--- config.mk ---
export PLATFORM = sky130hd
export DESIGN_NAME = prefixed_hex_name_decoder
export DESIGN_NICKNAME = d
export VERILOG_FILES = /design/src/design/phnd_pkg.sv /design/src/design/phnd_core.sv /design/src/design/phnd_fifo.sv /design/src/design/prefixed_hex_name_decoder.sv
export SDC_FILE = /design/constraint.sdc
export NUM_CORES = 1
export LEC_CHECK = 0
export BUFFER_PORTS_ARGS = -buffer_cell sky130_fd_sc_hd__buf_4
export CAP_MARGIN = 20
export CELL_PAD_IN_SITES_DETAIL_PLACEMENT = 1
export CELL_PAD_IN_SITES_GLOBAL_PLACEMENT = 1
export CORE_MARGIN = 5
export CORE_UTILIZATION = 36
export CTS_CLUSTER_DIAMETER = 150
export DETAILED_ROUTE_END_ITERATION = 6
export PLACE_DENSITY = 0.73
export RECOVER_POWER = 25
export SLEW_MARGIN = 20
export SYNTH_ARGS = -nofsm -noshare
export SYNTH_HDL_FRONTEND = slang
export SYNTH_SLANG_ARGS = --single-unit
--- constraint.sdc ---
create_clock -name clk -period 5.2 [get_ports clk]
set_input_delay 0.52 -clock clk [delete_from_list [all_inputs] [get_ports clk]]
set_output_delay 0.52 -clock clk [all_outputs]
set_load 0.005 [all_outputs]
--- src/design/phnd_pkg.sv ---
`default_nettype none
package phnd_pkg;

    localparam int FifoDepth = 4;
    localparam int PtrW = $clog2(FifoDepth);
    localparam int CntW = $clog2(FifoDepth + 1);

    localparam logic [7:0] CharX    = 8'h78;
    localparam logic [7:0] CharDash = 8'h2d;
    localparam logic [7:0] Char0    = 8'h30;
    localparam logic [7:0] Char9    = 8'h39;
    localparam logic [7:0] CharA    = 8'h61;
    localparam logic [7:0] CharF    = 8'h66;
    localparam logic [7:0] CharZ    = 8'h7a;
    localparam logic [4:0] HexTen   = 5'd10;

    typedef struct packed {
        logic [7:0] char_code;
        logic       is_last;
        logic       is_empty;
    } in_item_t;

    typedef struct packed {
        logic       has_byte;
        logic [7:0] byte_value;
        logic       is_final;
        logic       name_ok;
    } out_item_t;

    typedef struct packed {
        logic [1:0] count;
        out_item_t  first;
        out_item_t  second;
    } result_pair_t;

    typedef enum logic [4:0] {
        PH_START = 5'b00001,
        PH_GOT_X = 5'b00010,
        PH_PLAIN = 5'b00100,
        PH_HEX   = 5'b01000,
        PH_BAD   = 5'b10000
    } phase_t;

    function automatic logic is_plain(input logic [7:0] c);
        return (c inside {[Char0:Char9]}) || (c inside {[CharA:CharZ]});
    endfunction

    function automatic logic [4:0] hex_value(input logic [7:0] c);
        logic [4:0] v;
        v = 5'd16;
        if (c inside {[Char0:Char9]})
        begin
            v = 5'(c - Char0);
        end
        else if (c inside {[CharA:CharF]})
        begin
            v = HexTen + 5'(c - CharA);
        end
        return v;
    endfunction

    function automatic out_item_t make_result(input logic has, input logic [7:0] val,
                                              input logic fin, input logic ok);
        out_item_t r;
        r.has_byte   = has;
        r.byte_value = has ? val : 8'd0;
        r.is_final   = fin;
        r.name_ok    = fin ? ok : 1'b0;
        return r;
    endfunction

endpackage
`default_nettype wire

--- src/design/phnd_core.sv ---
`default_nettype none
module phnd_core
    import phnd_pkg::*;
(
    input  wire logic         clk,
    input  wire logic         rst_n,
    input  wire in_item_t     item,
    input  wire logic         advance,
    output result_pair_t      results
);

    phase_t     phase_reg, phase_next;
    logic [3:0] high_nibble_reg, high_nibble_next;
    logic       nibble_pending_reg, nibble_pending_next;
    logic       saw_non_plain_reg, saw_non_plain_next;

    logic [7:0] c;
    logic       last;
    logic [4:0] hv;
    logic [7:0] pair_byte;
    logic       snp;

    assign c         = item.char_code;
    assign last      = item.is_last;
    assign hv        = hex_value(c);
    assign pair_byte = {high_nibble_reg, hv[3:0]};
    assign snp       = saw_non_plain_reg | ~is_plain(pair_byte);

    always_comb
    begin
        results.count        = 2'd0;
        results.first        = make_result(1'b0, 8'd0, 1'b0, 1'b0);
        results.second       = make_result(1'b0, 8'd0, 1'b0, 1'b0);
        phase_next           = phase_reg;
        high_nibble_next     = high_nibble_reg;
        nibble_pending_next  = nibble_pending_reg;
        saw_non_plain_next   = saw_non_plain_reg;
        if (item.is_empty)
        begin
            results.count = 2'd1;
            results.first = make_result(1'b0, 8'd0, 1'b1, 1'b0);
        end
        else
        begin
            case (phase_reg)
                PH_START:
                begin
                    if (c == CharX)
                    begin
                        if (last)
                        begin
                            results.count = 2'd1;
                            results.first = make_result(1'b1, c, 1'b1, 1'b1);
                        end
                        else
                        begin
                            phase_next = PH_GOT_X;
                        end
                    end
                    else if (is_plain(c))
                    begin
                        results.count = 2'd1;
                        results.first = make_result(1'b1, c, last, 1'b1);
                        phase_next    = PH_PLAIN;
                    end
                    else
                    begin
                        phase_next = PH_BAD;
                    end
                end
                PH_GOT_X:
                begin
                    if (c == CharDash)
                    begin
                        if (last)
                        begin
                            results.count = 2'd1;
                            results.first = make_result(1'b0, 8'd0, 1'b1, 1'b1);
                        end
                        else
                        begin
                            phase_next = PH_HEX;
                        end
                    end
                    else if (is_plain(c))
                    begin
                        results.count  = 2'd2;
                        results.first  = make_result(1'b1, CharX, 1'b0, 1'b0);
                        results.second = make_result(1'b1, c, last, 1'b1);
                        phase_next     = PH_PLAIN;
                    end
                    else
                    begin
                        phase_next = PH_BAD;
                    end
                end
                PH_PLAIN:
                begin
                    if (is_plain(c))
                    begin
                        results.count = 2'd1;
                        results.first = make_result(1'b1, c, last, 1'b1);
                    end
                    else
                    begin
                        phase_next = PH_BAD;
                    end
                end
                PH_HEX:
                begin
                    if (hv[4])
                    begin
                        phase_next = PH_BAD;
                    end
                    else if (nibble_pending_reg)
                    begin
                        saw_non_plain_next  = snp;
                        nibble_pending_next = 1'b0;
                        high_nibble_next    = 4'd0;
                        results.count       = 2'd1;
                        results.first       = make_result(1'b1, pair_byte, last, snp);
                    end
                    else
                    begin
                        high_nibble_next    = hv[3:0];
                        nibble_pending_next = 1'b1;
                    end
                end
                default:
                begin
                    phase_next = PH_BAD;
                end
            endcase
            if (last && (results.count == 2'd0))
            begin
                results.count = 2'd1;
                results.first = make_result(1'b0, 8'd0, 1'b1, 1'b0);
            end
        end
        if (item.is_empty || last)
        begin
            phase_next          = PH_START;
            high_nibble_next    = 4'd0;
            nibble_pending_next = 1'b0;
            saw_non_plain_next  = 1'b0;
        end
    end

    always_ff @(posedge clk or negedge rst_n)
    begin
        if (!rst_n)
        begin
            phase_reg          <= PH_START;
            high_nibble_reg    <= 4'd0;
            nibble_pending_reg <= 1'b0;
            saw_non_plain_reg  <= 1'b0;
        end
        else if (advance)
        begin
            phase_reg          <= phase_next;
            high_nibble_reg    <= high_nibble_next;
            nibble_pending_reg <= nibble_pending_next;
            saw_non_plain_reg  <= saw_non_plain_next;
        end
    end

endmodule
`default_nettype wire

--- src/design/phnd_fifo.sv ---
`default_nettype none
module phnd_fifo
    import phnd_pkg::*;
(
    input  wire logic         clk,
    input  wire logic         rst_n,
    input  wire result_pair_t push,
    input  wire logic         push_en,
    output logic [CntW-1:0]   count,
    output logic              valid,
    input  wire logic         ready,
    output out_item_t         data
);

    out_item_t           mem [FifoDepth];
    logic [PtrW-1:0]     wr_ptr_reg, rd_ptr_reg;
    logic [CntW-1:0]     count_reg;
    logic [1:0]          push_n;
    logic                pop;
    logic [PtrW-1:0]     wr_ptr_1;

    assign push_n   = push_en ? push.count : 2'd0;
    assign pop      = valid && ready;
    assign valid    = (count_reg != '0);
    assign count    = count_reg;
    assign data     = mem[rd_ptr_reg];
    assign wr_ptr_1 = wr_ptr_reg + PtrW'(1);

    always_ff @(posedge clk)
    begin
        if (push_n != 2'd0)
        begin
            mem[wr_ptr_reg] <= push.first;
        end
        if (push_n == 2'd2)
        begin
            mem[wr_ptr_1] <= push.second;
        end
    end

    always_ff @(posedge clk or negedge rst_n)
    begin
        if (!rst_n)
        begin
            wr_ptr_reg <= '0;
            rd_ptr_reg <= '0;
            count_reg  <= '0;
        end
        else
        begin
            wr_ptr_reg <= wr_ptr_reg + PtrW'(push_n);
            if (pop)
            begin
                rd_ptr_reg <= rd_ptr_reg + PtrW'(1);
            end
            count_reg <= count_reg + CntW'(push_n) - CntW'(pop);
        end
    end

endmodule
`default_nettype wire

--- src/design/prefixed_hex_name_decoder.sv ---
// Prefixed hex name decoder.
// Input channel in_valid/in_ready/in_item carries one character of a name per
// transaction, with is_last marking the final character and is_empty marking a
// zero-length name. Output channel out_valid/out_ready/out_item carries the
// result transactions: tentative bytes, and on the last one of a name the
// verdict in name_ok (discard the name's bytes when it is 0).
// Each accepted character is captured in the input register; its results are
// then written into the result queue, from which the output presents them.
// Throughput: one character per cycle while the result queue has room; a
// character that yields two results (a leading x of a plain name) holds the
// input when the result queue is near full.
// The rate is set by the input register feeding a four-entry result queue that
// takes up to two results per cycle and drains one per cycle when out_ready.
// Reset clears the decode state and empties the input register and the queue.
// When the receiver stalls, results collect in the queue; once the next item's
// results would not fit, in_ready drops and the pending item is held.
`default_nettype none
module prefixed_hex_name_decoder
    import phnd_pkg::*;
(
    input  wire logic      clk,
    input  wire logic      rst_n,
    input  wire logic      in_valid,
    output logic           in_ready,
    input  wire in_item_t  in_item,
    output logic           out_valid,
    input  wire logic      out_ready,
    output out_item_t      out_item
);

    logic          s1_valid_reg;
    in_item_t      s1_item_reg;
    result_pair_t  results;
    logic [CntW-1:0] fifo_count;
    logic          advance;

    assign advance  = s1_valid_reg &&
                      ((32'(fifo_count) + 32'(results.count)) <= FifoDepth);
    assign in_ready = !s1_valid_reg || advance;

    always_ff @(posedge clk or negedge rst_n)
    begin
        if (!rst_n)
        begin
            s1_valid_reg <= 1'b0;
        end
        else if (in_ready)
        begin
            s1_valid_reg <= in_valid;
        end
    end

    always_ff @(posedge clk)
    begin
        if (in_ready && in_valid)
        begin
            s1_item_reg <= in_item;
        end
    end

    phnd_core u_core (
        .clk     (clk),
        .rst_n   (rst_n),
        .item    (s1_item_reg),
        .advance (advance),
        .results (results)
    );

    phnd_fifo u_fifo (
        .clk     (clk),
        .rst_n   (rst_n),
        .push    (results),
        .push_en (advance),
        .count   (fifo_count),
        .valid   (out_valid),
        .ready   (out_ready),
        .data    (out_item)
    );

endmodule
`default_nettype wire
* After elaboration in Yosys (flattened, before gate mapping) *
Memory sizes are Yosys's and may differ from the RTL's.
Cells that the tools add are included.

storage, ports and cells
  memory bits (writable) = 44
  input port bits = 14
  ROM bits = 0
  flip-flop bits (word level) = 29
  memories = 1
  latch bits = 0

memories
  memory      depth  width  read ports  clocked after Yosys merged registers in  wr ports  line             RTL
  u_fifo.mem  4      11     1           0                                        2         phnd_fifo.sv:15  out_item_t mem [FifoDepth];

cells by class
  shift operators = 0
  multiply operators = 0
  divide/modulo/power cells = 0
  eq/ne operators = 13
  muxes and demuxes = 49
  $add $sub $neg = 9
  bitwise operators = 2
  reductions and logical operators = 22
  magnitude comparators = 10

operators by type and width
  kind                                                               count
  2-to-1 mux 13 bit                                                  6
  2-to-1 mux 5 bit                                                   11
  one-hot mux 13 bit (4 select lines)                                1
  2-to-1 mux 12 bit                                                  4
  2-to-1 mux 11 bit                                                  3
  less-or-equal comparator 8 x 7 -> 1 bit, second input constant     3
  2-to-1 mux 24 bit                                                  1
  2-to-1 mux 4 bit                                                   5
  one-hot mux 5 bit (4 select lines)                                 1
  greater-or-equal comparator 8 x 6 -> 1 bit, second input constant  2
  greater-or-equal comparator 8 x 7 -> 1 bit, second input constant  2
  less-or-equal comparator 8 x 6 -> 1 bit, second input constant     2
  2-to-1 mux 1 bit                                                   16
  logical AND 1 bit                                                  9
  equality test 8 x 6 -> 1 bit, second input constant                1
  equality test 8 x 7 -> 1 bit, second input constant                1
  inequality test 4 bit, second input constant                       2
  AND reduction 6 bit                                                1
  nonzero test 2 bit                                                 3
  adder 4 x 5 -> 5 bit, first input constant                         1
  equality test 5 x 1 -> 1 bit, second input constant                1
  equality test 5 x 2 -> 1 bit, second input constant                1
  equality test 5 x 3 -> 1 bit, second input constant                1
  equality test 5 x 4 -> 1 bit, second input constant                1
  other kinds (22)                                                   26

* Longest topological paths before layout *
  word-level depth = 25
  depth in mapped cells = 23
  gate-level depth less buffers = 20

* Modules after synthesis *
A second synthesis with hierarchy kept.

unflattened totals
  cells, all modules = 334
  area total of the unflattened synthesis = 4314.1 sq um

modules (own cells, without submodules)
  module                     area an instance (sq um)  instances  cells an instance
  phnd_fifo                  2597.5                    1          153
  phnd_core                  1267.5                    1          156
  prefixed_hex_name_decoder  449.2                     1          25

* Worst setup path before layout *
Ideal clock, no wire load.

  kind = register to register
  start = register s1_item_reg[3] (netlist name)
  end = register u_fifo.count_reg[2] (netlist: u_fifo.count[2])
  library setup time = 124 ps
  arrival time = 4829 ps
  stages on the path, launching flop included = 24
  path buffers = 3
  slack = 248 ps
  path through = edfxtp_1 -> buf_2 -> inv_1 -> ha_1 -> nor4b_2 -> or3_1 -> or3_1 -> buf_2 -> o211ai_2 -> nor4b_2 -> inv_2 -> ha_1 -> inv_1 -> fa_1 -> nand2b_1 -> a22oi_1 -> nand2_1 -> or4_4 -> buf_6 -> ha_1 -> inv_1 -> fa_1 -> xnor2_1 -> xnor2_1

between the ends
  longest elaborated chain between the ends = 17
  elaborated cells between the ends (all ways) = 33

ends and longest elaborated chain
  what                                                         line                                                RTL
  start: declaration                                           prefixed_hex_name_decoder.sv:32                     in_item_t s1_item_reg;
  start signal: assignment                                     prefixed_hex_name_decoder.sv:57                     s1_item_reg <= in_item;
  subtractor 5 x 1 -> 5 bit, or another cell as far along      phnd_pkg.sv:57                                      v = HexTen + 5'(c - CharA);
  adder 4 x 5 -> 5 bit, or another cell as far along           phnd_pkg.sv:57
  2-to-1 mux 5 bit / logical OR 1 bit (equally long branches)  phnd_pkg.sv:55, phnd_pkg.sv:45
  2-to-1 mux 5 bit, or another cell as far along               phnd_pkg.sv:51                                      if (c inside {[Char0:Char9]})
  2-to-1 mux 13 bit, on equally long branches                  phnd_core.sv:111, phnd_core.sv:48, phnd_core.sv:73
  one-hot mux 13 bit (4 select lines) *                        phnd_core.sv:45                                     case (phase_reg)
  2-to-1 mux 13 bit *                                          phnd_core.sv:38                                     if (item.is_empty)
  zero test 2 bit                                              phnd_core.sv:134                                    if (last && (results.count == 2'd0))
  logical AND 1 bit                                            phnd_core.sv:134
  2-to-1 mux 13 bit *                                          phnd_core.sv:134
  2-to-1 mux 13 bit *                                          phnd_core.sv:38
  adder 3 x 2 -> 4 bit                                         prefixed_hex_name_decoder.sv:38                     ((32'(fifo_count) + 32'(results.count)) <= FifoDepth);
  less-or-equal comparator 4 x 3 -> 1 bit                      prefixed_hex_name_decoder.sv:38
  logical AND 1 bit                                            prefixed_hex_name_decoder.sv:37                     assign advance = s1_valid_reg &&
  2-to-1 mux 2 bit *                                           phnd_fifo.sv:22                                     assign push_n = push_en ? push.count : 2'd0;
  adder 3 x 2 -> 3 bit *                                       phnd_fifo.sv:56                                     count_reg <= count_reg + CntW'(push_n) - CntW'(pop);
  subtractor 3 x 1 -> 3 bit *                                  phnd_fifo.sv:56
  end signal: assignment                                       phnd_fifo.sv:56
  end: declaration                                             phnd_fifo.sv:17                                     logic [CntW-1:0] count_reg;

Every way passes the cells marked *; elsewhere a longest branch is shown, timed or not. The select of a mux whose other input is x is not followed.
A chain may end at the register's enable or synchronous reset.

* Final worst setup path *
  start = register s1_item_reg[2] (netlist name)
  end = register u_fifo.count_reg[2] (netlist: u_fifo.count[2])

Same word-level chain as after synthesis.

==> out/qor.csv <==
stage;metric;value;unit
timing;Worst Tran Pin Value;1170;ps
timing;hold_ws;373;ps
cells_and_area;Reg area;2100;sq um
cells_and_area;max FFs per register;44;
cells_and_area;Final Instance Area;4830;sq um
grt;GRT Util Overall;15.9;%
synthesis;area share of the leading cell type in the synthesized netlist;39.6;%
synthesis;Post-synth EDFFs;54;
synthesis;ys async rst share;26.0;%
worst_setup_path;Critical-path top delay cell;or4_4;
worst_setup_path;Crit path top cell by count;ha_1;
timing;fin worst setup slack;286;ps
clock_tree;CTS sink cnt;73;
synthesis;Synth Flop Type;edfxtp_1;
clock_tree;clock root cell;clkbuf_16;
synthesis;Mean Syn Cell Area;11.7;sq um
cells_and_area;synthesis-to-layout area growth;17.9;%
grt;routing usage on met1;20.3;%
cells_and_area;Final Core Density;42.9;%
routing;via count;2944;
hold_path;hold path endpoint;s1_item_reg[6]$_DFFE_PP_;
clock_tree;H-tree levels;3;
timing;Setup TNS;0;ps
synthesis;Yosys reg bits;73;
grt;vias in the first global route;3144;
grt;met2 Track Usage GR;26.5;%
hold_path;hold crit path type;primary input to register;
routing;drc violations;0;
clock_tree;worst-skew pair later-pin latency;340;ps
cells_and_area;share of cells above drive strength 1;23.0;%
place;Buffers on Ports;26;
synthesis;Syn. warnings;0;
worst_setup_path;crit-path max cell delay;520;ps
floorplan;Die ar.;13600;sq um
grt;first-pass GRT wire length;16500;um
synthesis;Post-Syn Area;4100;sq um
grt;initial antenna violation count;0;
synthesis;commonest cells in the netlist;edfxtp_1 (54), nand2_1 (31), nor2_1 (24);
routing;Iter 0 DRT Violations;126;
hold_path;Hold Crit Start;in_item[6];
place;Post-Place Setup Slack;125;ps
grt;gr busiest metal;met2;
floorplan;I/O pin count;27;
timing;final-report hold violation count;0;
worst_setup_path;R2R Path End;u_fifo.count[2]$_DFF_PN0_;
place;DP Area;4480;sq um
worst_setup_path;Worst Path Required;5460;ps
timing;Final setup viols;0;
cells_and_area;area of the multi-input gates;1890;sq um
place;hpwl dp;7210;um
timing;crit share post-route;94.5;%
power_and_ir_drop;Max VDD drop;0.000223;V
floorplan;die height;117;um
worst_setup_path;Crit path arrival time;5180;ps
status;status;finished clean;
timing;min cycle time layout;4910;ps
place;routability cong.;0.854;
cells_and_area;Nets;412;
floorplan;Die Width;117;um
power_and_ir_drop;power consumption;2.68;mW
synthesis;synth unique cells;70;
clock_tree;clock tree buffer depth;2;
routing;final WL;9960;um
synthesis;most frequent cell after synthesis;edfxtp_1;
grt;total grt overflow;0;
floorplan;CORE AREA;11300;sq um
cells_and_area;ant diodes;0;
routing;DR WL/cell;18.6;um
timing;final number of max-transition violations;0;
synthesis;top cells by area, synth;edfxtp_1 (40%), dfrtp_1 (11%), mux4_2 (6.0%);
routing;drt pass-1 iters;4;
grt;met3 capacity usage during global routing;2.54;%
job;max-cap violations;0;
timing;slew margin rel.;22.2;%
power_and_ir_drop;Pleak;1.80;nW
worst_setup_path;setup slack, reg-to-reg;290;ps
worst_setup_path;crit end category;register;
worst_setup_path;Startpoint Class;register;
routing;Via density;5.51;
worst_setup_path;Reg2Reg Depth;21;
clock_tree;Num CTS Buffers;9;
cells_and_area;FILL cells;1204;
floorplan;num rows;39;
grt;pin count of the biggest net entering global routing;20;
floorplan;initial core utilization;36.4;%
clock_tree;CTS tree;done;
synthesis;Post-Synthesis Net Count;376;
synthesis;leading area contributor after synthesis;edfxtp_1;
synthesis;sequential fraction of the synthesis area;51.2;%
power_and_ir_drop;PwrDens;554;nW/um^2
place;placed instance count;514;
routing;DRT antenna net count;0;
timing;clock skew;6.69;ps
clock_tree;CTS clk-pin slew, worst paths;60;ps
timing;fmax;203;MHz
worst_setup_path;RR Startpoint;s1_item_reg[2]$_DFFE_PP_;
synthesis;Syn Inst Count;350;
worst_setup_path;critical path class;register to register;
cells_and_area;Non-Filler Instances;534;
hold_path;hold depth;1;
worst_setup_path;critical path, cell by cell;buf_4, ha_1, nor4b_2, or3_1, or3_4, o211ai_4, nor4b_2, buf_4, inv_2, ha_1, inv_1, fa_1, nand2b_1, a22oi_2, nand2_1, or4_4, ha_1, inv_1, fa_1, xnor2_1, xnor2_1;
worst_setup_path;Crit Path Max Fanout;14;
-- critical path: cells and delay by family (launching register included) --
kind / cells / cell delay, ps
buf+inv: 5 / 520
compound gates: 2 / 400
flops: 1 / 350
xor+xnor: 2 / 310
simple gates: 7 / 1660
fa+ha+maj: 5 / 1590
-- per-layer routing --
layer  up-vias  routed length [um]
met5         -                   0
met4         0                 175
met3        15                 310
met2        39                4940
met1      1478                4530
li1       1412                   -
-- cell type report --
class                      count  share of cell area (%)
sequential                    73                    43.4
multi-input combinational    248                    39.2
clock buffer                  10                    4.74
timing repair buffer          40                    6.14
clock inverter                 6                    1.71
tap                          143                    3.70
inverter                      14                    1.09
-- cells in the final DEF (no fill, tap or decap), types with 4 or more instances in the layout --
cell,count
clkbuf_16,9
nand3_1,6
mux4_2,11
o21ai_1,5
xnor2_1,5
nor2_1,24
a22oi_1,4
nor3_4,4
nor3_1,6
a21o_1,4
ha_1,10
o21ai_0,16
a31o_1,9
xor2_1,4
dfrtp_1,18
and3_1,5
a21oi_1,23
nand2b_1,9
clkbuf_4,18
a22o_1,4
buf_4,21
edfxtp_1,54
inv_1,12
nand2_1,31
-- power by group --
| part | internal [mW] | switching, mW |
|---|---|---|
| clock network | 0.417 | 0.243 |
| registers | 0.816 | 0.155 |
| logic | 0.471 | 0.574 |
| total | 1.70 | 0.972 |
-- timing repair --
item,CTS,global route
setup endpoints to repair,0,1
hold buffers,0,0
gates resized for setup,0,3
setup buffers,0,4
-- cell families after synthesis --
kind of cell    Yosys count  synth area share (%)
simple gates            119                  16.9
compound gates           96                  16.6
flops                    73                  51.2
buf+inv                  29                  3.05
mux                      12                  6.29
fa+ha+maj                12                  4.03
xor+xnor                  9                  1.92
-- worst max-delay path by stage --
| stage | cells past startpoint | start | to |
|---|---|---|---|
| CTS | 20 | s1_item_reg[2]$_DFFE_PP_ | u_fifo.count[2]$_DFF_PN0_ |
| detailed placement | 20 | s1_item_reg[2]$_DFFE_PP_ | u_fifo.count[2]$_DFF_PN0_ |
| global placement | 20 | s1_item_reg[2]$_DFFE_PP_ | u_fifo.count[2]$_DFF_PN0_ |
| finish | 21 | s1_item_reg[2]$_DFFE_PP_ | u_fifo.count[2]$_DFF_PN0_ |
| global route | 21 | s1_item_reg[2]$_DFFE_PP_ | u_fifo.count[2]$_DFF_PN0_ |
| floorplan | 23 | s1_item_reg[3]$_DFFE_PP_ | u_fifo.count[2]$_DFF_PN0_ |
Power figures use the tool's default switching activity.
